**src/rtl/sbcc_pkg.sv**
```systemverilog
// Package for the send backoff credit controller: config types, codes and reset values.
`timescale 1ns / 1ps

package sbcc_pkg;

    // Field widths
    localparam int unsigned IVL_W    = 20;
    localparam int unsigned CNT_W    = 8;
    localparam int unsigned TIME_W   = 32;
    localparam int unsigned CREDIT_W = 12;
    localparam int unsigned BASE_W   = 16;
    localparam int unsigned REQ_W    = 2;
    localparam int unsigned RES_W    = 3;
    localparam int unsigned JIT_W    = 3;

    // APB register map
    localparam int unsigned PADDR_W = 5;
    localparam int unsigned PDATA_W = 32;
    localparam logic [2:0] REG_NET_ERROR_LIMIT   = 3'd0;
    localparam logic [2:0] REG_NET_RETRY_BASE    = 3'd1;
    localparam logic [2:0] REG_NET_RETRY_MAX     = 3'd2;
    localparam logic [2:0] REG_QUOTA_ERROR_LIMIT = 3'd3;
    localparam logic [2:0] REG_QUOTA_RETRY_BASE  = 3'd4;
    localparam logic [2:0] REG_QUOTA_RETRY_MAX   = 3'd5;
    localparam logic [2:0] REG_CREDIT_MAX        = 3'd6;
    localparam logic [2:0] REG_CREDIT_TRIGGER    = 3'd7;

    // Register reset values
    localparam logic [CNT_W-1:0]    RST_NET_ERROR_LIMIT   = 8'd60;
    localparam logic [BASE_W-1:0]   RST_NET_RETRY_BASE    = 16'd300;
    localparam logic [BASE_W-1:0]   RST_NET_RETRY_MAX     = 16'd3600;
    localparam logic [CNT_W-1:0]    RST_QUOTA_ERROR_LIMIT = 8'd1;
    localparam logic [BASE_W-1:0]   RST_QUOTA_RETRY_BASE  = 16'd3;
    localparam logic [BASE_W-1:0]   RST_QUOTA_RETRY_MAX   = 16'd60;
    localparam logic [CREDIT_W-1:0] RST_CREDIT_MAX        = 12'd512;
    localparam logic [CREDIT_W-1:0] RST_CREDIT_TRIGGER    = 12'd256;

    // Request kinds
    localparam logic [REQ_W-1:0] REQ_CAN_SEND    = 2'd0;
    localparam logic [REQ_W-1:0] REQ_RECORD      = 2'd1;
    localparam logic [REQ_W-1:0] REQ_RECOVER     = 2'd2;
    localparam logic [REQ_W-1:0] REQ_CONCURRENCY = 2'd3;

    // Send results
    localparam logic [RES_W-1:0] RES_OK         = 3'd0;
    localparam logic [RES_W-1:0] RES_DISCARD    = 3'd1;
    localparam logic [RES_W-1:0] RES_NET_FAIL   = 3'd2;
    localparam logic [RES_W-1:0] RES_QUOTA_FAIL = 3'd3;

    localparam logic [JIT_W-1:0] JIT_MAX = 3'd4;

    // Configuration register set
    typedef struct packed {
        logic [CNT_W-1:0]    net_error_limit;
        logic [BASE_W-1:0]   net_retry_base;
        logic [BASE_W-1:0]   net_retry_max;
        logic [CNT_W-1:0]    quota_error_limit;
        logic [BASE_W-1:0]   quota_retry_base;
        logic [BASE_W-1:0]   quota_retry_max;
        logic [CREDIT_W-1:0] credit_max;
        logic [CREDIT_W-1:0] credit_trigger;
    } sbcc_cfg_t;

endpackage

```
**src/rtl/sbcc_cfg.sv**
```systemverilog
// APB register file holding the breaker and credit configuration.
`timescale 1ns / 1ps

module sbcc_cfg
    import sbcc_pkg::*;
(
    input  logic               aclk,
    input  logic               aresetn,
    input  logic               psel,
    input  logic               penable,
    input  logic               pwrite,
    input  logic [PADDR_W-1:0] paddr,
    input  logic [PDATA_W-1:0] pwdata,
    output logic [PDATA_W-1:0] prdata,
    output logic               pready,
    output sbcc_cfg_t          cfg
);

    sbcc_cfg_t  cfg_reg;
    logic       wr_en;
    logic [2:0] reg_idx;

    assign pready  = 1'b1;
    assign wr_en   = psel && penable && pwrite;
    assign reg_idx = paddr[4:2];
    assign cfg     = cfg_reg;

    // Write one register per access cycle
    always_ff @(posedge aclk) begin
        if (!aresetn) begin
            cfg_reg.net_error_limit   <= RST_NET_ERROR_LIMIT;
            cfg_reg.net_retry_base    <= RST_NET_RETRY_BASE;
            cfg_reg.net_retry_max     <= RST_NET_RETRY_MAX;
            cfg_reg.quota_error_limit <= RST_QUOTA_ERROR_LIMIT;
            cfg_reg.quota_retry_base  <= RST_QUOTA_RETRY_BASE;
            cfg_reg.quota_retry_max   <= RST_QUOTA_RETRY_MAX;
            cfg_reg.credit_max        <= RST_CREDIT_MAX;
            cfg_reg.credit_trigger    <= RST_CREDIT_TRIGGER;
        end else if (wr_en) begin
            case (reg_idx)
                REG_NET_ERROR_LIMIT:   cfg_reg.net_error_limit   <= pwdata[CNT_W-1:0];
                REG_NET_RETRY_BASE:    cfg_reg.net_retry_base    <= pwdata[BASE_W-1:0];
                REG_NET_RETRY_MAX:     cfg_reg.net_retry_max     <= pwdata[BASE_W-1:0];
                REG_QUOTA_ERROR_LIMIT: cfg_reg.quota_error_limit <= pwdata[CNT_W-1:0];
                REG_QUOTA_RETRY_BASE:  cfg_reg.quota_retry_base  <= pwdata[BASE_W-1:0];
                REG_QUOTA_RETRY_MAX:   cfg_reg.quota_retry_max   <= pwdata[BASE_W-1:0];
                REG_CREDIT_MAX:        cfg_reg.credit_max        <= pwdata[CREDIT_W-1:0];
                REG_CREDIT_TRIGGER:    cfg_reg.credit_trigger    <= pwdata[CREDIT_W-1:0];
                default: ;
            endcase
        end
    end

    // Read back the addressed register
    always_comb begin
        case (reg_idx)
            REG_NET_ERROR_LIMIT:   prdata = PDATA_W'(cfg_reg.net_error_limit);
            REG_NET_RETRY_BASE:    prdata = PDATA_W'(cfg_reg.net_retry_base);
            REG_NET_RETRY_MAX:     prdata = PDATA_W'(cfg_reg.net_retry_max);
            REG_QUOTA_ERROR_LIMIT: prdata = PDATA_W'(cfg_reg.quota_error_limit);
            REG_QUOTA_RETRY_BASE:  prdata = PDATA_W'(cfg_reg.quota_retry_base);
            REG_QUOTA_RETRY_MAX:   prdata = PDATA_W'(cfg_reg.quota_retry_max);
            REG_CREDIT_MAX:        prdata = PDATA_W'(cfg_reg.credit_max);
            REG_CREDIT_TRIGGER:    prdata = PDATA_W'(cfg_reg.credit_trigger);
            default:               prdata = '0;
        endcase
    end

endmodule

```
**src/rtl/send_backoff_credit_controller.sv**
```systemverilog
// Top level: sender health breakers with exponential backoff and send credit.
//
//   Channel  Direction  Handshake          Payload
//   s_       in         s_tvalid/s_tready  s_tuser: req_type; s_tdata: request fields
//   m_       out        m_tvalid/m_tready  m_tdata: answer, breaker flags, credit
//   APB      in         psel/penable       eight configuration registers at 4*i
//
// Each request yields one result transaction. A request is held in the input
// register, is evaluated against the breaker state in one pass and lands in
// the output register; one request per cycle is sustained while the output drains.
// Reset (aresetn low, synchronous) restores configuration and breaker state.
// A stalled output holds its transaction; the input register keeps accepting
// as long as the output register drains.
`timescale 1ns / 1ps

module send_backoff_credit_controller
    import sbcc_pkg::*;
#(
    parameter int unsigned FRAC_BITS      = 4,
    parameter int unsigned NET_SCALE_Q4   = 24,
    parameter int unsigned QUOTA_SCALE_Q4 = 32,
    parameter int unsigned CREDIT_MIN     = 1,
    parameter int unsigned IDLE_LIMIT     = 300
) (
    input  logic               aclk,
    input  logic               aresetn,
    // Request stream
    input  logic               s_tvalid,
    output logic               s_tready,
    input  logic [39:0]        s_tdata,  // now_time[31:0], send_result[34:32],
                                         // jitter[37:35], region_match[38]
    input  logic [1:0]         s_tuser,  // req_type[1:0]
    // Result stream
    output logic               m_tvalid,
    input  logic               m_tready,
    output logic [15:0]        m_tdata,  // answer[0], network_ok[1], quota_ok[2],
                                         // credit[14:3]
    // Configuration
    input  logic               psel,
    input  logic               penable,
    input  logic               pwrite,
    input  logic [PADDR_W-1:0] paddr,
    input  logic [PDATA_W-1:0] pwdata,
    output logic [PDATA_W-1:0] prdata,
    output logic               pready
);

    localparam int unsigned PROD_W = 28;

    sbcc_cfg_t cfg;

    // Input register
    logic                in_valid_reg;
    logic [REQ_W-1:0]    in_req_reg;
    logic [TIME_W-1:0]   in_now_reg;
    logic [RES_W-1:0]    in_res_reg;
    logic [JIT_W-1:0]    in_jit_reg;
    logic                in_match_reg;

    // Breaker and credit state
    logic [CNT_W-1:0]    net_cnt_reg,    net_cnt_next;
    logic [CNT_W-1:0]    quota_cnt_reg,  quota_cnt_next;
    logic [TIME_W-1:0]   net_time_reg,   net_time_next;
    logic [TIME_W-1:0]   quota_time_reg, quota_time_next;
    logic [IVL_W-1:0]    net_ivl_reg,    net_ivl_next;
    logic [IVL_W-1:0]    quota_ivl_reg,  quota_ivl_next;
    logic                net_closed_reg, net_closed_next;
    logic                quota_closed_reg, quota_closed_next;
    logic [CREDIT_W-1:0] credit_reg,     credit_next;
    logic [TIME_W-1:0]   credit_time_reg, credit_time_next;

    // Output register
    logic                m_valid_reg;
    logic [15:0]         m_data_reg;

    logic                s_fire;
    logic                proc_fire;
    logic                ans;
    logic                net_due, quota_due, idle_due;
    logic [JIT_W-1:0]    jit_clip;
    logic [IVL_W-1:0]    net_base_ivl, quota_base_ivl;
    logic [IVL_W-1:0]    net_grown_ivl, quota_grown_ivl;
    logic [CNT_W-1:0]    net_cnt_inc, quota_cnt_inc;
    logic [CREDIT_W:0]   credit_p1, credit_p2;

    // Scale an interval by a Q4 factor, clamp at max seconds, saturate to width
    function automatic logic [IVL_W-1:0] grow_ivl(input logic [IVL_W-1:0]  ivl,
                                                   input logic [PROD_W-1:0] scale,
                                                   input logic [BASE_W-1:0] maxsec);
        logic [PROD_W-1:0] prod;
        logic [PROD_W-1:0] lim;
        logic [PROD_W-1:0] v;
        prod = (PROD_W'(ivl) * scale) >> 4;
        lim  = PROD_W'(maxsec) << FRAC_BITS;
        v    = (prod > lim) ? lim : prod;
        return (v > PROD_W'({IVL_W{1'b1}})) ? {IVL_W{1'b1}} : v[IVL_W-1:0];
    endfunction

    // Shift whole seconds into fixed point, saturating
    function automatic logic [IVL_W-1:0] to_ivl(input logic [BASE_W:0] sec);
        logic [PROD_W-1:0] v;
        v = PROD_W'(sec) << FRAC_BITS;
        return (v > PROD_W'({IVL_W{1'b1}})) ? {IVL_W{1'b1}} : v[IVL_W-1:0];
    endfunction

    sbcc_cfg u_cfg (
        .aclk    (aclk),
        .aresetn (aresetn),
        .psel    (psel),
        .penable (penable),
        .pwrite  (pwrite),
        .paddr   (paddr),
        .pwdata  (pwdata),
        .prdata  (prdata),
        .pready  (pready),
        .cfg     (cfg)
    );

    // Handshakes
    assign proc_fire = in_valid_reg && (!m_valid_reg || m_tready);
    assign s_tready  = !in_valid_reg || proc_fire;
    assign s_fire    = s_tvalid && s_tready;
    assign m_tvalid  = m_valid_reg;
    assign m_tdata   = m_data_reg;

    // Capture the request transaction
    always_ff @(posedge aclk) begin
        if (!aresetn) begin
            in_valid_reg <= 1'b0;
        end else if (s_tready) begin
            in_valid_reg <= s_tvalid;
        end
    end

    always_ff @(posedge aclk) begin
        if (s_fire) begin
            in_req_reg   <= s_tuser[1:0];
            in_now_reg   <= s_tdata[31:0];
            in_res_reg   <= s_tdata[34:32];
            in_jit_reg   <= s_tdata[37:35];
            in_match_reg <= s_tdata[38];
        end
    end

    // Shared terms for this request
    always_comb begin
        net_due   = (in_now_reg - net_time_reg) >= TIME_W'(net_ivl_reg >> FRAC_BITS);
        quota_due = (in_now_reg - quota_time_reg) >= TIME_W'(quota_ivl_reg >> FRAC_BITS);
        idle_due  = (in_now_reg - credit_time_reg) > TIME_W'(IDLE_LIMIT);
        jit_clip  = (in_jit_reg > JIT_MAX) ? JIT_MAX : in_jit_reg;
        net_base_ivl    = to_ivl({1'b0, cfg.net_retry_base});
        quota_base_ivl  = to_ivl({1'b0, cfg.quota_retry_base} + (BASE_W+1)'(jit_clip));
        net_grown_ivl   = grow_ivl(net_ivl_reg, PROD_W'(NET_SCALE_Q4), cfg.net_retry_max);
        quota_grown_ivl = grow_ivl(quota_ivl_reg, PROD_W'(QUOTA_SCALE_Q4),
                                   cfg.quota_retry_max);
        net_cnt_inc   = (net_cnt_reg != {CNT_W{1'b1}}) ? net_cnt_reg + 1'b1 : net_cnt_reg;
        quota_cnt_inc = (quota_cnt_reg != {CNT_W{1'b1}}) ? quota_cnt_reg + 1'b1
                                                         : quota_cnt_reg;
        credit_p1 = {1'b0, credit_reg} + (CREDIT_W+1)'(1);
        credit_p2 = {1'b0, credit_reg} + (CREDIT_W+1)'(2);
    end

    // Evaluate the request against the breaker state
    always_comb begin
        net_cnt_next      = net_cnt_reg;
        quota_cnt_next    = quota_cnt_reg;
        net_time_next     = net_time_reg;
        quota_time_next   = quota_time_reg;
        net_ivl_next      = net_ivl_reg;
        quota_ivl_next    = quota_ivl_reg;
        net_closed_next   = net_closed_reg;
        quota_closed_next = quota_closed_reg;
        credit_next       = credit_reg;
        credit_time_next  = credit_time_reg;
        ans               = 1'b0;

        case (in_req_reg)
            REQ_CAN_SEND: begin
                ans = 1'b1;
                if (!net_closed_reg) begin
                    if (net_due) begin
                        net_ivl_next    = net_grown_ivl;
                        net_time_next   = in_now_reg;
                        net_cnt_next    = '0;
                        net_closed_next = 1'b1;
                    end else begin
                        ans = 1'b0;
                    end
                end else if (!quota_closed_reg) begin
                    if (quota_due) begin
                        quota_ivl_next    = quota_grown_ivl;
                        quota_time_next   = in_now_reg;
                        quota_cnt_next    = '0;
                        quota_closed_next = 1'b1;
                    end else begin
                        ans = 1'b0;
                    end
                end
            end
            REQ_RECORD: begin
                case (in_res_reg)
                    RES_OK, RES_DISCARD: begin
                        net_cnt_next      = '0;
                        quota_cnt_next    = '0;
                        net_closed_next   = 1'b1;
                        quota_closed_next = 1'b1;
                        net_ivl_next      = net_base_ivl;
                        quota_ivl_next    = quota_base_ivl;
                        if (credit_p2 > (CREDIT_W+1)'(cfg.credit_max)) begin
                            credit_next = cfg.credit_max;
                        end else begin
                            credit_next      = credit_p2[CREDIT_W-1:0];
                            credit_time_next = in_now_reg;
                        end
                        ans = credit_next < cfg.credit_trigger;
                    end
                    RES_NET_FAIL: begin
                        net_time_next = in_now_reg;
                        if (credit_p1 > (CREDIT_W+1)'(cfg.credit_max)) begin
                            credit_next = cfg.credit_max;
                        end else begin
                            credit_next      = credit_p1[CREDIT_W-1:0];
                            credit_time_next = in_now_reg;
                        end
                        net_cnt_next = net_cnt_inc;
                        if (net_cnt_inc >= cfg.net_error_limit) begin
                            net_cnt_next    = cfg.net_error_limit;
                            net_closed_next = 1'b0;
                        end
                    end
                    RES_QUOTA_FAIL: begin
                        quota_time_next  = in_now_reg;
                        credit_next      = CREDIT_W'(CREDIT_MIN);
                        credit_time_next = in_now_reg;
                        quota_cnt_next   = quota_cnt_inc;
                        if (quota_cnt_inc >= cfg.quota_error_limit) begin
                            quota_cnt_next    = cfg.quota_error_limit;
                            quota_closed_next = 1'b0;
                        end
                    end
                    default: begin
                        if (credit_p1 > (CREDIT_W+1)'(cfg.credit_max)) begin
                            credit_next = cfg.credit_max;
                        end else begin
                            credit_next      = credit_p1[CREDIT_W-1:0];
                            credit_time_next = in_now_reg;
                        end
                    end
                endcase
            end
            REQ_RECOVER: begin
                if (in_match_reg) begin
                    ans               = !(net_closed_reg && quota_closed_reg);
                    net_cnt_next      = '0;
                    quota_cnt_next    = '0;
                    net_closed_next   = 1'b1;
                    quota_closed_next = 1'b1;
                    net_ivl_next      = net_base_ivl;
                    quota_ivl_next    = quota_base_ivl;
                    if (credit_p2 > (CREDIT_W+1)'(cfg.credit_max)) begin
                        credit_next = cfg.credit_max;
                    end else begin
                        credit_next      = credit_p2[CREDIT_W-1:0];
                        credit_time_next = in_now_reg;
                    end
                end
            end
            default: begin
                // Refill an idle, exhausted credit
                if ((credit_reg == '0) && idle_due) begin
                    credit_next      = CREDIT_W'(CREDIT_MIN);
                    credit_time_next = in_now_reg;
                end
                ans = credit_next != '0;
            end
        endcase
    end

    // Advance breaker state once per processed request
    always_ff @(posedge aclk) begin
        if (!aresetn) begin
            net_cnt_reg      <= '0;
            quota_cnt_reg    <= '0;
            net_time_reg     <= '0;
            quota_time_reg   <= '0;
            net_ivl_reg      <= to_ivl({1'b0, RST_NET_RETRY_BASE});
            quota_ivl_reg    <= to_ivl({1'b0, RST_QUOTA_RETRY_BASE});
            net_closed_reg   <= 1'b1;
            quota_closed_reg <= 1'b1;
            credit_reg       <= RST_CREDIT_MAX;
            credit_time_reg  <= '0;
        end else if (proc_fire) begin
            net_cnt_reg      <= net_cnt_next;
            quota_cnt_reg    <= quota_cnt_next;
            net_time_reg     <= net_time_next;
            quota_time_reg   <= quota_time_next;
            net_ivl_reg      <= net_ivl_next;
            quota_ivl_reg    <= quota_ivl_next;
            net_closed_reg   <= net_closed_next;
            quota_closed_reg <= quota_closed_next;
            credit_reg       <= credit_next;
            credit_time_reg  <= credit_time_next;
        end
    end

    // Hold the result transaction until taken
    always_ff @(posedge aclk) begin
        if (!aresetn) begin
            m_valid_reg <= 1'b0;
        end else if (proc_fire) begin
            m_valid_reg <= 1'b1;
        end else if (m_tready) begin
            m_valid_reg <= 1'b0;
        end
    end

    always_ff @(posedge aclk) begin
        if (proc_fire) begin
            m_data_reg <= {1'b0, credit_next, quota_closed_next, net_closed_next, ans};
        end
    end

endmodule

```
**config.mk**
```make
export PLATFORM = sky130hd
export DESIGN_NAME = send_backoff_credit_controller
export DESIGN_NICKNAME = d
export VERILOG_FILES = /design/src/rtl/sbcc_pkg.sv /design/src/rtl/sbcc_cfg.sv /design/src/rtl/send_backoff_credit_controller.sv
export SDC_FILE = /design/constraint.sdc
export NUM_CORES = 1
export LEC_CHECK = 0
export BUFFER_PORTS_ARGS = -buffer_cell sky130_fd_sc_hd__clkbuf_2
export CORE_ASPECT_RATIO = 1.1
export CORE_UTILIZATION = 35
export DETAILED_ROUTE_END_ITERATION = 6
export PLACE_DENSITY = 0.55
export SYNTH_ARGS = -nofsm -noshare
export SYNTH_HDL_FRONTEND = slang
export SYNTH_SLANG_ARGS = --single-unit
```
**constraint.sdc**
```tcl
create_clock -name aclk -period 5.25 [get_ports aclk]
set_input_delay 0.2625 -clock aclk [delete_from_list [all_inputs] [get_ports aclk]]
set_output_delay 0.2625 -clock aclk [all_outputs]
set_load 0.02 [all_outputs]
```
==> run metrics, run 1 <==
status completed; Area Overhead vs Synth 16.56%; HP Start pwdata[11]; Max Cap Viol 0; Filler cells 7,057; Max IR drop VDD 223.3 uV; worst reg2reg path endpoint net_time_reg[13]$_SDFFE_PN0P_; Core ar. 0.06938 sq mm; Crit Path Category reg2reg; CP peak stage delay 0.40 ns; Setup crit end kind register; register area share after synthesis 28.89%; Gate Count Post-Synth 3,070; Die ar. 0.07156 sq mm; Worst Skew 0.03334 ns; Rel. slew slack 21.22%; post-DR vias/cell 5.328; Slew Limit Fails 0; NetSw 0.002373 W; Routed wire per std cell 18.77 um; Lkg Pwr 11.69 nW; crit start category register; Int Power 0.005048 W; Reg power frac 36.6%; Hold Fails Final Rpt 0; Die Height 280.5 um; Worst-path clk slew 0.06 ns; clock buffer depth 3; CP max stage cell edfxtp_1; worst r2r path cells 28; Worst R2R Setup Slack 0.12 ns; global route total overflow 0; reg-to-reg startpoint in_now_reg[0]$_DFFE_PP_; Synth cell types 103; DP HPWL 58.56 mm; Final nets 3,562; Largest register FFs 104; DRT iter0 DRCs 1,577; global-route wire length before repair 120.1 mm; io pins 137; RD Place Congestion 0.9132; total chip power 0.007421 W; Root Driver clkbuf_16; Placed Cells incl. Taps 4,041; Hold Path Class in2reg; WP buf/inv 4; Post-Layout Cell Count 4,190; sw frac 31.97%; Max FO, Critical Path 8; Mean Syn Cell Area 8.037 sq um; flops & latches, synth 328; detailed-route via count 22,330; Starting Density 35.56%; Top Family by Delay on Critical Path compound AO/OA/AOI/OAI gates; number of routed nets with antenna violations 0; CTS tree yes; combinational share of power 24.1%; Site Rows 101; worst path required time 5.67 ns; fmax 195.0 MHz; Async SR Flop Fraction 0%; Syn Std Cell Area 0.02467 sq mm; port buffer count 99; TritonCTS buffer count 42; most common cell after layout, fill and taps aside nand2_1; min Tclk post-route 5.127 ns; H-Tree Depth 2; GRT Total Usage 21.44%; antenna violations before repair 1; pin count of the biggest net entering global routing 114; Worst Tran Pin Value 1.175 ns; post-layout util 41.45%; clock latency on the worst-skew pair 0.60 ns; Post-Route Setup TNS 0 ns; DRC 0; Post-synth EDFFs 56; fraction of layout cells with a size suffix above 1 11.74%; Synth Warn # 0; Pre-antenna DRT Iters 5; CP Data Arrival Time 5.55 ns; ys flop type dfxtp_1; PwrDens 258.1 mW/mm^2; Clk pwr share 39.3%; RSZ-0062 raised after global routing yes; Setup WS post-layout 0.1230 ns; most frequent cells in the layout nand2_1, nor2_1, dfxtp_1, inv_1, a21oi_1; Hold Path Stages 3; routed wire length 78.66 mm; Final period util 97.66%; clock sinks 328; Final setup viols 0; Hold EP u_cfg.cfg[91]$_SDFFE_PN0P_; vias in the first global route 20,840; DP Worst Slack -0.09446 ns; Die W 255.2 um
[layout make-up]
cell class	instances	area, sq um	share of cell area (%)
Timing Repair Buffer	261	2051	7.131
Antenna cell	1	2.502	0.008702
Inverter	263	992.2	3.450
Clock inverter	17	182.7	0.6352
Multi-Input combinational cell	2334	16060	55.83
Sequential cell	328	7128	24.79
Clock buffer	59	1186	4.125
Tap cell	927	1160	4.033
[power groups by stage]
stage          Sequential, W  Combinational (W)  Clock, W
6_report             0.00272            0.00179   0.00292
5_1_grt              0.00272            0.00197   0.00308
4_1_cts              0.00272            0.00174   0.00298
3_5_place_dp         0.00277            0.00169         0
3_3_place_gp         0.00277            0.00169         0
2_1_floorplan        0.00274            0.00124         0
[cell families (layout without fill, tap and decap cells)]
logic type	count (synthesis)	count (layout)	synth area share, %
other cells	2	19	0.03044
flops	328	328	28.89
mux	168	168	7.227
compound gates	845	845	22.69
xor+xnor	108	108	3.834
fa+ha+maj	246	246	12.63
simple gates	949	949	17.41
buf+inv	424	600	7.293
[worst min-delay path, stage by stage]
cell	delay, ns
clkbuf_2	0.20
nand2_1	0.10
a21oi_1	0.06
[worst max path at each step]
stage | startpoint | end | slack [ns] | cells past startpoint
5_1_grt | in_now_reg[1]$_DFFE_PP_ | net_ivl_reg[12]$_SDFFE_PN1P_ | -0.17 | 24
2_1_floorplan | in_now_reg[0]$_DFFE_PP_ | quota_time_reg[10]$_SDFFE_PN0P_ | 0.30 | 23
3_5_place_dp | in_now_reg[0]$_DFFE_PP_ | net_ivl_reg[3]$_SDFFE_PN0P_ | -0.09 | 28
6_report | in_now_reg[0]$_DFFE_PP_ | net_time_reg[13]$_SDFFE_PN0P_ | 0.12 | 28
3_3_place_gp | in_now_reg[0]$_DFFE_PP_ | net_ivl_reg[19]$_SDFFE_PN0P_ | 0.02 | 28
4_1_cts | in_now_reg[0]$_DFFE_PP_ | net_ivl_reg[13]$_SDFFE_PN0P_ | 0.005 | 28
[stage by stage]
step	area (sq um)	hold WS (ns)
6_report	28760	0.07134
3_5_place_dp	26400	0.4411
2_1_floorplan	24730	0.3614
3_3_place_gp	26400	0.4414
5_1_grt	28760	0.05824
4_1_cts	28370	0.03522
[cells in the mapped netlist (22+ instances only)]
master	count	share of area, %
nand2_1	336	5.1
nor2_1	290	4.4
dfxtp_1	272	22
a21oi_1	261	5.3
inv_1	260	4.0
ha_1	241	12
mux2i_1	150	6.1
o21ai_0	134	2.7
clkbuf_1	109	1.7
nand3_1	75	1.5
a21o_1	72	2.2
xnor2_1	65	2.3
edfxtp_1	56	6.8
nor3_1	53	1.1
o211ai_1	47	1.4
xor2_1	43	1.5
a22o_1	42	1.5
nand4_1	37	0.94
nand2b_1	31	0.79
a211oi_1	30	0.91
o21a_1	30	0.91
o22ai_1	25	0.63
buf_4	23	0.70
and3_1	22	0.56
[timing repair]
item,CTS,global route
setup buffers,5,14
pin swaps,3,39
endpoints found under the hold margin,53,0
endpoints found under the setup margin,78,124
cloned,2,6
hold buffers,46,0
gates resized for setup,9,47
[metal layers]
layer  GRT usage (%)  share of wire [%]  vias to the layer above
met5               0                  0                        -
li1                -                  -                    11240
met3           2.561                4.4                      126
met1           28.67                 46                    10440
met4           7.708                3.6                        0
met2           35.24                 46                      519
Power figures use the tool's default switching activity.
==> run 2, diff against run 1 <==
--- a/config.mk
+++ b/config.mk
@@ -8,8 +8,10 @@
 export BUFFER_PORTS_ARGS = -buffer_cell sky130_fd_sc_hd__clkbuf_2
 export CORE_ASPECT_RATIO = 1.1
 export CORE_UTILIZATION = 35
+export CTS_CLUSTER_DIAMETER = 50
 export DETAILED_ROUTE_END_ITERATION = 6
-export PLACE_DENSITY = 0.55
+export MAX_ROUTING_LAYER = met4
+export PLACE_DENSITY_LB_ADDON = 0.05
 export SYNTH_ARGS = -nofsm -noshare
 export SYNTH_HDL_FRONTEND = slang
 export SYNTH_SLANG_ARGS = --single-unit
==> run 2 against run 1 <==
Compared with the run above:
- critical path depth increased by 2
- combinational power increased by 4%
- core utilization increased by 1.2 points
- critical path type unchanged
- flip-flop and latch count unchanged
- routed wire length increased by 9.4%
- non-clock buffer count increased by 38
- worst hold slack got worse by 0.029 ns
- clock skew increased by 0.022 ns
- maximum frequency decreased by 0.67%
- clock power increased by 29%
- sequential power about the same
==> run metrics, run 2 (synthesized netlist as in run 1, its figures left out) <==
RSZ-0062 raised after global routing yes; Post-Layout Cell Count 4,256 (+1.6%); sw frac 31.95% (about the same); GRT Total Usage 24.27% (+2.8 points); port buffer count 99 (unchanged); routed wire length 86.09 mm (+9.4%); crit start category register; clock sinks 328 (unchanged); number of routed nets with antenna violations 0 (unchanged); Worst-path clk slew 0.06 ns (about the same); Hold Fails Final Rpt 0 (unchanged); Worst Skew 0.05572 ns (+0.02239 ns); Core ar. 0.06938 sq mm (unchanged); Largest register FFs 104 (unchanged); post-DR vias/cell 5.341 (+0.24%); placed cell area 0.02666 sq mm (+0.99%); Final Cell Area 0.02962 sq mm (+3.0%); Die ar. 0.07156 sq mm (unchanged); Crit Path Category reg2reg; DRT iter0 DRCs 1,399 (-11%); Site Rows 101 (unchanged); status completed; Starting Density 35.56% (unchanged); Area Overhead vs Synth 20.06%; Worst R2R Setup Slack 0.09 ns (-0.03 ns); Pre-antenna DRT Iters 5 (unchanged); DRC 0 (unchanged); clock buffer depth 3 (unchanged); CTS tree yes; Final period util 98.32% (+0.66 points); Hold EP u_cfg.cfg[87]$_SDFFE_PN0P_; combinational share of power 22.2% (-1.9 points); worst path required time 5.71 ns (+0.04 ns); CP peak stage delay 0.39 ns (about the same); Max Cap Viol 0 (unchanged); min Tclk post-route 5.162 ns (+0.03481 ns); Lkg Pwr 12.15 nW (+4.0%); Slew Limit Fails 0 (unchanged); most common cell after layout, fill and taps aside nand2_1; total chip power 0.008358 W (+13%); PwrDens 282.2 mW/mm^2 (+9.3%); global-route wire length before repair 130.2 mm (+8.4%); Setup crit end kind register; Clk pwr share 45.3% (+6.0 points); Root Driver clkbuf_16; Max IR drop VDD 313.5 uV (+40%); reg-to-reg startpoint in_now_reg[0]$_DFFE_PP_; Routed wire per std cell 20.23 um (+7.8%); Die Height 280.5 um (unchanged); vias in the first global route 22,350 (+7.2%); clock latency on the worst-skew pair 0.64 ns (+0.04 ns); io pins 137 (unchanged); fraction of layout cells with a size suffix above 1 13.58% (+1.8 points); Hold WS 0.04235 ns (-0.02900 ns); worst r2r path cells 30 (+7.1%); Int Power 0.005687 W (+13%); Worst Tran Pin Value 1.018 ns (-0.1576 ns); Rel. slew slack 32.15% (+11 points); pin count of the biggest net entering global routing 96 (-16%); CP startpoint in_now_reg[0]$_DFFE_PP_; Hold Path Stages 3 (unchanged); ant diodes 0 (-1); Hold Path Class in2reg; Final nets 3,614 (+1.5%); most frequent cells in the layout nand2_1, nor2_1, dfxtp_1, inv_1, a21oi_1; TritonCTS buffer count 55 (+31%); DP HPWL 65.40 mm (+12%); detailed-route via count 22,730 (+1.8%); CP max stage cell edfxtp_1; Placed Cells incl. Taps 4,077 (+0.89%); HP Start pwdata[7]; antenna violations before repair 0 (-1); fmax 193.7 MHz (-0.67%); worst reg2reg path endpoint net_ivl_reg[11]$_SDFFE_PN0P_; RD Place Congestion 0.9393 (+2.9%); CP Data Arrival Time 5.62 ns (+0.07 ns); NetSw 0.002671 W (+13%); global route total overflow 0 (unchanged); Reg power frac 32.5% (-4.1 points); Die W 255.2 um (unchanged); Post-Route Setup TNS 0 ns (unchanged); H-Tree Depth 2 (unchanged); Final setup viols 0 (unchanged); Max FO, Critical Path 5 (-3)
[run 2: power by group through the flow]
stage                     Combinational, W  Clock [W]  Sequential [W]
after CTS                          0.00183    0.00389         0.00272
after global placement             0.00176          0         0.00277
final                              0.00186    0.00378         0.00272
after global routing               0.00205    0.00399         0.00273
after floorplan                    0.00124          0         0.00274
after detailed placement           0.00176          0         0.00277
[run 2: what timing repair did]
action                                  4_1_cts  5_1_grt
buffers inserted                              8        9
hold buffers                                 51        0
hold endpoints to repair                     74        0
cloned                                        3        5
pin swaps                                    15       27
gates resized for setup                      24       45
endpoints found under the setup margin       83      111
[run 2: how the worst max path moves through the flow]
stage,to
CTS,net_ivl_reg[9]$_SDFFE_PN1P_
finish,net_ivl_reg[11]$_SDFFE_PN0P_
floorplan,quota_time_reg[10]$_SDFFE_PN0P_
global route,net_ivl_reg[5]$_SDFFE_PN0P_
global placement,net_ivl_reg[10]$_SDFFE_PN0P_
detailed placement,net_ivl_reg[11]$_SDFFE_PN0P_
[run 2: area by class of cell]
type | instances | area [sq um]
sequential | 328 | 7127
multi-input combinational | 2335 | 16070
fill | 6967 | 39760
tap | 927 | 1160
timing repair buffer | 299 | 2338
inverter | 263 | 992.2
clock buffer | 66 | 1501
clock inverter | 38 | 437.9
[run 2: per-layer routing]
layer	part of all wire (%)	vias up	global-route usage, %
met1	43	10800	29.17
met3	3.4	126	2.384
li1	-	11370	-
met2	50	443	42.56
met5	0	-	-
met4	2.9	0	7.032
[run 2: stage by stage]
| stage | util [%] | worst slack (ns) |
|---|---|---|
| after floorplan | - | 0.2987 |
| after global placement | 38.43 | -0.1348 |
| after detailed placement | 38.43 | -0.1728 |
| after CTS | 42.25 | -0.03526 |
| after global routing | 42.70 | -0.2480 |
| final | 42.70 | 0.08824 |
[run 2: worst max-delay path, delay by kind of cell, from the launching register on]
family                   cells  cell delay [ns]
flip-flops                   1             0.39
multiplexers                 1             0.15
AND/OR/NAND/NOR              9             1.03
adder cells (fa/ha/maj)      3             0.75
buffers and inverters        6             0.85
AO/OA/AOI/OAI               10             1.64
XOR/XNOR                     1             0.16
==> run 3, diff against run 2 <==
--- a/config.mk
+++ b/config.mk
@@ -10,6 +10,7 @@
 export CORE_UTILIZATION = 35
 export CTS_CLUSTER_DIAMETER = 50
 export DETAILED_ROUTE_END_ITERATION = 6
+export GPL_TIMING_DRIVEN = 0
 export MAX_ROUTING_LAYER = met4
 export PLACE_DENSITY_LB_ADDON = 0.05
 export SYNTH_ARGS = -nofsm -noshare
==> run 3 against run 2 <==
Compared with the run above:
- the flow now finishes with violations (negative setup slack)
- power up 0.13%
- first-iteration DRC count shrank 8.1%
- cell count increased by 1.6%
- combinational power is 3% higher
- clock power decreased by 1%
- critical path depth fell by 2
- sequential power barely moved
- sequential share of layout area down 0.32 points
- critical path type unchanged
- core utilization increased by 0.58 points
- die area did not move
- global-route usage up 1.2 points
==> run metrics, run 3 (synthesized netlist as in run 1, its figures left out) <==
Setup crit end kind register; Final setup viols 10 (+10); Top Family by Delay on Critical Path compound AO/OA/AOI/OAI gates; post-DR vias/cell 5.354 (+0.25%); vias in the first global route 22,530 (+0.81%); Setup WS post-layout -0.02205 ns (-0.1103 ns); Max FO, Critical Path 10 (+5); Filler cells 7,050 (+1.2%); Hold Fails Final Rpt 0 (unchanged); fraction of layout cells with a size suffix above 1 12.93% (-0.64 points); CP peak stage delay 0.43 ns (+0.04 ns); register area 0.007127 sq mm (unchanged); TritonCTS buffer count 56 (+1.8%); DP HPWL 70.24 mm (+7.4%); CP Data Arrival Time 5.74 ns (+0.12 ns); most frequent cells in the layout nand2_1, nor2_1, dfxtp_1, inv_1, a21oi_1; WP buf/inv 5 (-1); Root Driver clkbuf_16; PwrDens 278.8 mW/mm^2 (-1.2%); pin count of the biggest net entering global routing 30 (-69%); Pre-antenna DRT Iters 6 (+1); Die ar. 0.07156 sq mm (unchanged); Die W 255.2 um (unchanged); Worst Tran Pin Value 1.221 ns (+0.2030 ns); Hold WS 0.03095 ns (-0.01140 ns); Final Cell Area 0.03002 sq mm (+1.4%); Routed wire per std cell 20.94 um (+3.5%); worst path required time 5.72 ns (about the same); RSZ-0062 raised after global routing yes; RD Place Congestion 0.9825 (+4.6%); global route total overflow 0 (unchanged); Final period util 100.4% (+2.1 points); Rel. slew slack 18.62% (-14 points); global-route wire length before repair 135.6 mm (+4.2%); Multi-input gate area 0.01628 sq mm (+1.3%); Crit Path Category reg2reg; antenna violations before repair 1 (+1); CTS tree yes; Max Cap Viol 0 (unchanged); crit start category register; most common cell after layout, fill and taps aside nand2_1; detailed-route via count 23,140 (+1.8%); Slew Limit Fails 0 (unchanged); port buffer count 88 (-11%); Post-Route Setup TNS -0.08703 ns (-0.08703 ns); number of routed nets with antenna violations 0 (unchanged); clock latency on the worst-skew pair 0.65 ns (about the same); Area Overhead vs Synth 21.68%; fmax 189.7 MHz (-2.1%); routed wire length 90.52 mm (+5.2%); failing checks negative setup slack; Site Rows 101 (unchanged); placed cell area 0.02636 sq mm (-1.1%); GRT Total Usage 25.50% (+1.2 points); clock buffer depth 3 (unchanged); Lkg Pwr 12.05 nW (-0.79%); DRC 0 (unchanged); io pins 137 (unchanged); H-Tree Depth 2 (unchanged); min Tclk post-route 5.272 ns (+0.1103 ns); clock sinks 328 (unchanged); Starting Density 35.56% (unchanged); DRT iter0 DRCs 1,286 (-8.1%); Largest register FFs 104 (unchanged); Max IR drop VDD 267.8 uV (-15%); Hold Path Class in2reg; status finished, violations left; Worst Skew 0.03422 ns (-0.02150 ns); Die Height 280.5 um (unchanged); Worst-path clk slew 0.06 ns (about the same); Final nets 3,680 (+1.8%); CP max stage cell edfxtp_1; Core ar. 0.06938 sq mm (unchanged)
-- run 3: cell count changes in the layout (fill, tap and decap cells not counted), sizes merged --
cell / delta
clkbuf: +99
buf: -33
inv: -8
clkinvlp: +7
clkinv: +2
a211oi: -1
diode: +1
dlygate4sd3: -1
-- run 3: report_power, final --
| part | internal [W] | switching, W |
|---|---|---|
| logic | 0.000757 | 0.00116 |
| registers | 0.00264 | 0.0000761 |
| clock network | 0.00225 | 0.00149 |
-- run 3: final timing paths --
| check | start | endpoint | slack, ns | cells past startpoint |
|---|---|---|---|---|
| worst max-delay path | in_now_reg[0]$_DFFE_PP_ | net_time_reg[28]$_SDFFE_PN0P_ | -0.02 | 28 |
| worst min-delay path | pwdata[10] | u_cfg.cfg[50]$_SDFFE_PN0P_ | 0.03 | 3 |
| worst max register to register | in_now_reg[0]$_DFFE_PP_ | net_time_reg[28]$_SDFFE_PN0P_ | -0.02 | 28 |
| worst min register to register | u_cfg.cfg[97]$_SDFFE_PN0P_ | u_cfg.cfg[97]$_SDFFE_PN0P_ | 0.46 | 2 |
-- run 3: layout make-up --
class	instances	area share, %
Antenna cell	1	0.008335
Buffer	157	3.009
Clock buffer	65	4.914
Clock inverter	39	1.454
Inverter	263	3.297
Multi-Input combinational cell	2334	54.23
Sequential cell	328	23.74
Tap cell	927	3.863
Timing Repair Buffer	208	5.489
-- run 3: worst min-delay path, stage by stage --
cell and delay (ns):
clkbuf_2 0.20, nand2_1 0.10, a21oi_1 0.06
-- run 3: timing repair --
action,4_1_cts,5_1_grt
gates cloned,0,7
hold endpoints to repair,63,0
pin swaps,27,53
hold buffers,50,0
resized for setup,76,85
setup buffers,37,25
setup endpoints to repair,125,154
-- run 3: through the flow --
step | utilization, % | total power, W | setup WS (ns) | std cells
final | 43.27 | 0.008369 | -0.02205 | 4322
after detailed placement | 38.00 | 0.004505 | -1.482 | 4102
after floorplan | - | 0.003979 | 0.2987 | 3086
after global placement | 37.96 | 0.004494 | -1.481 | 4101
after CTS | 42.35 | 0.008387 | -0.09677 | 4291
after global routing | 43.27 | 0.008768 | -0.3250 | 4321
-- run 3: layer usage --
metal / routed length (um) / GRT usage [%] / share of wire [%] / vias up
met5: 0 / - / 0 / -
met4: 2599 / 7.247 / 2.9 / 0
met3: 3130 / 2.635 / 3.5 / 137
met2: 45410 / 44.41 / 50 / 471
met1: 39380 / 30.90 / 44 / 11040
li1: - / - / - / 11500
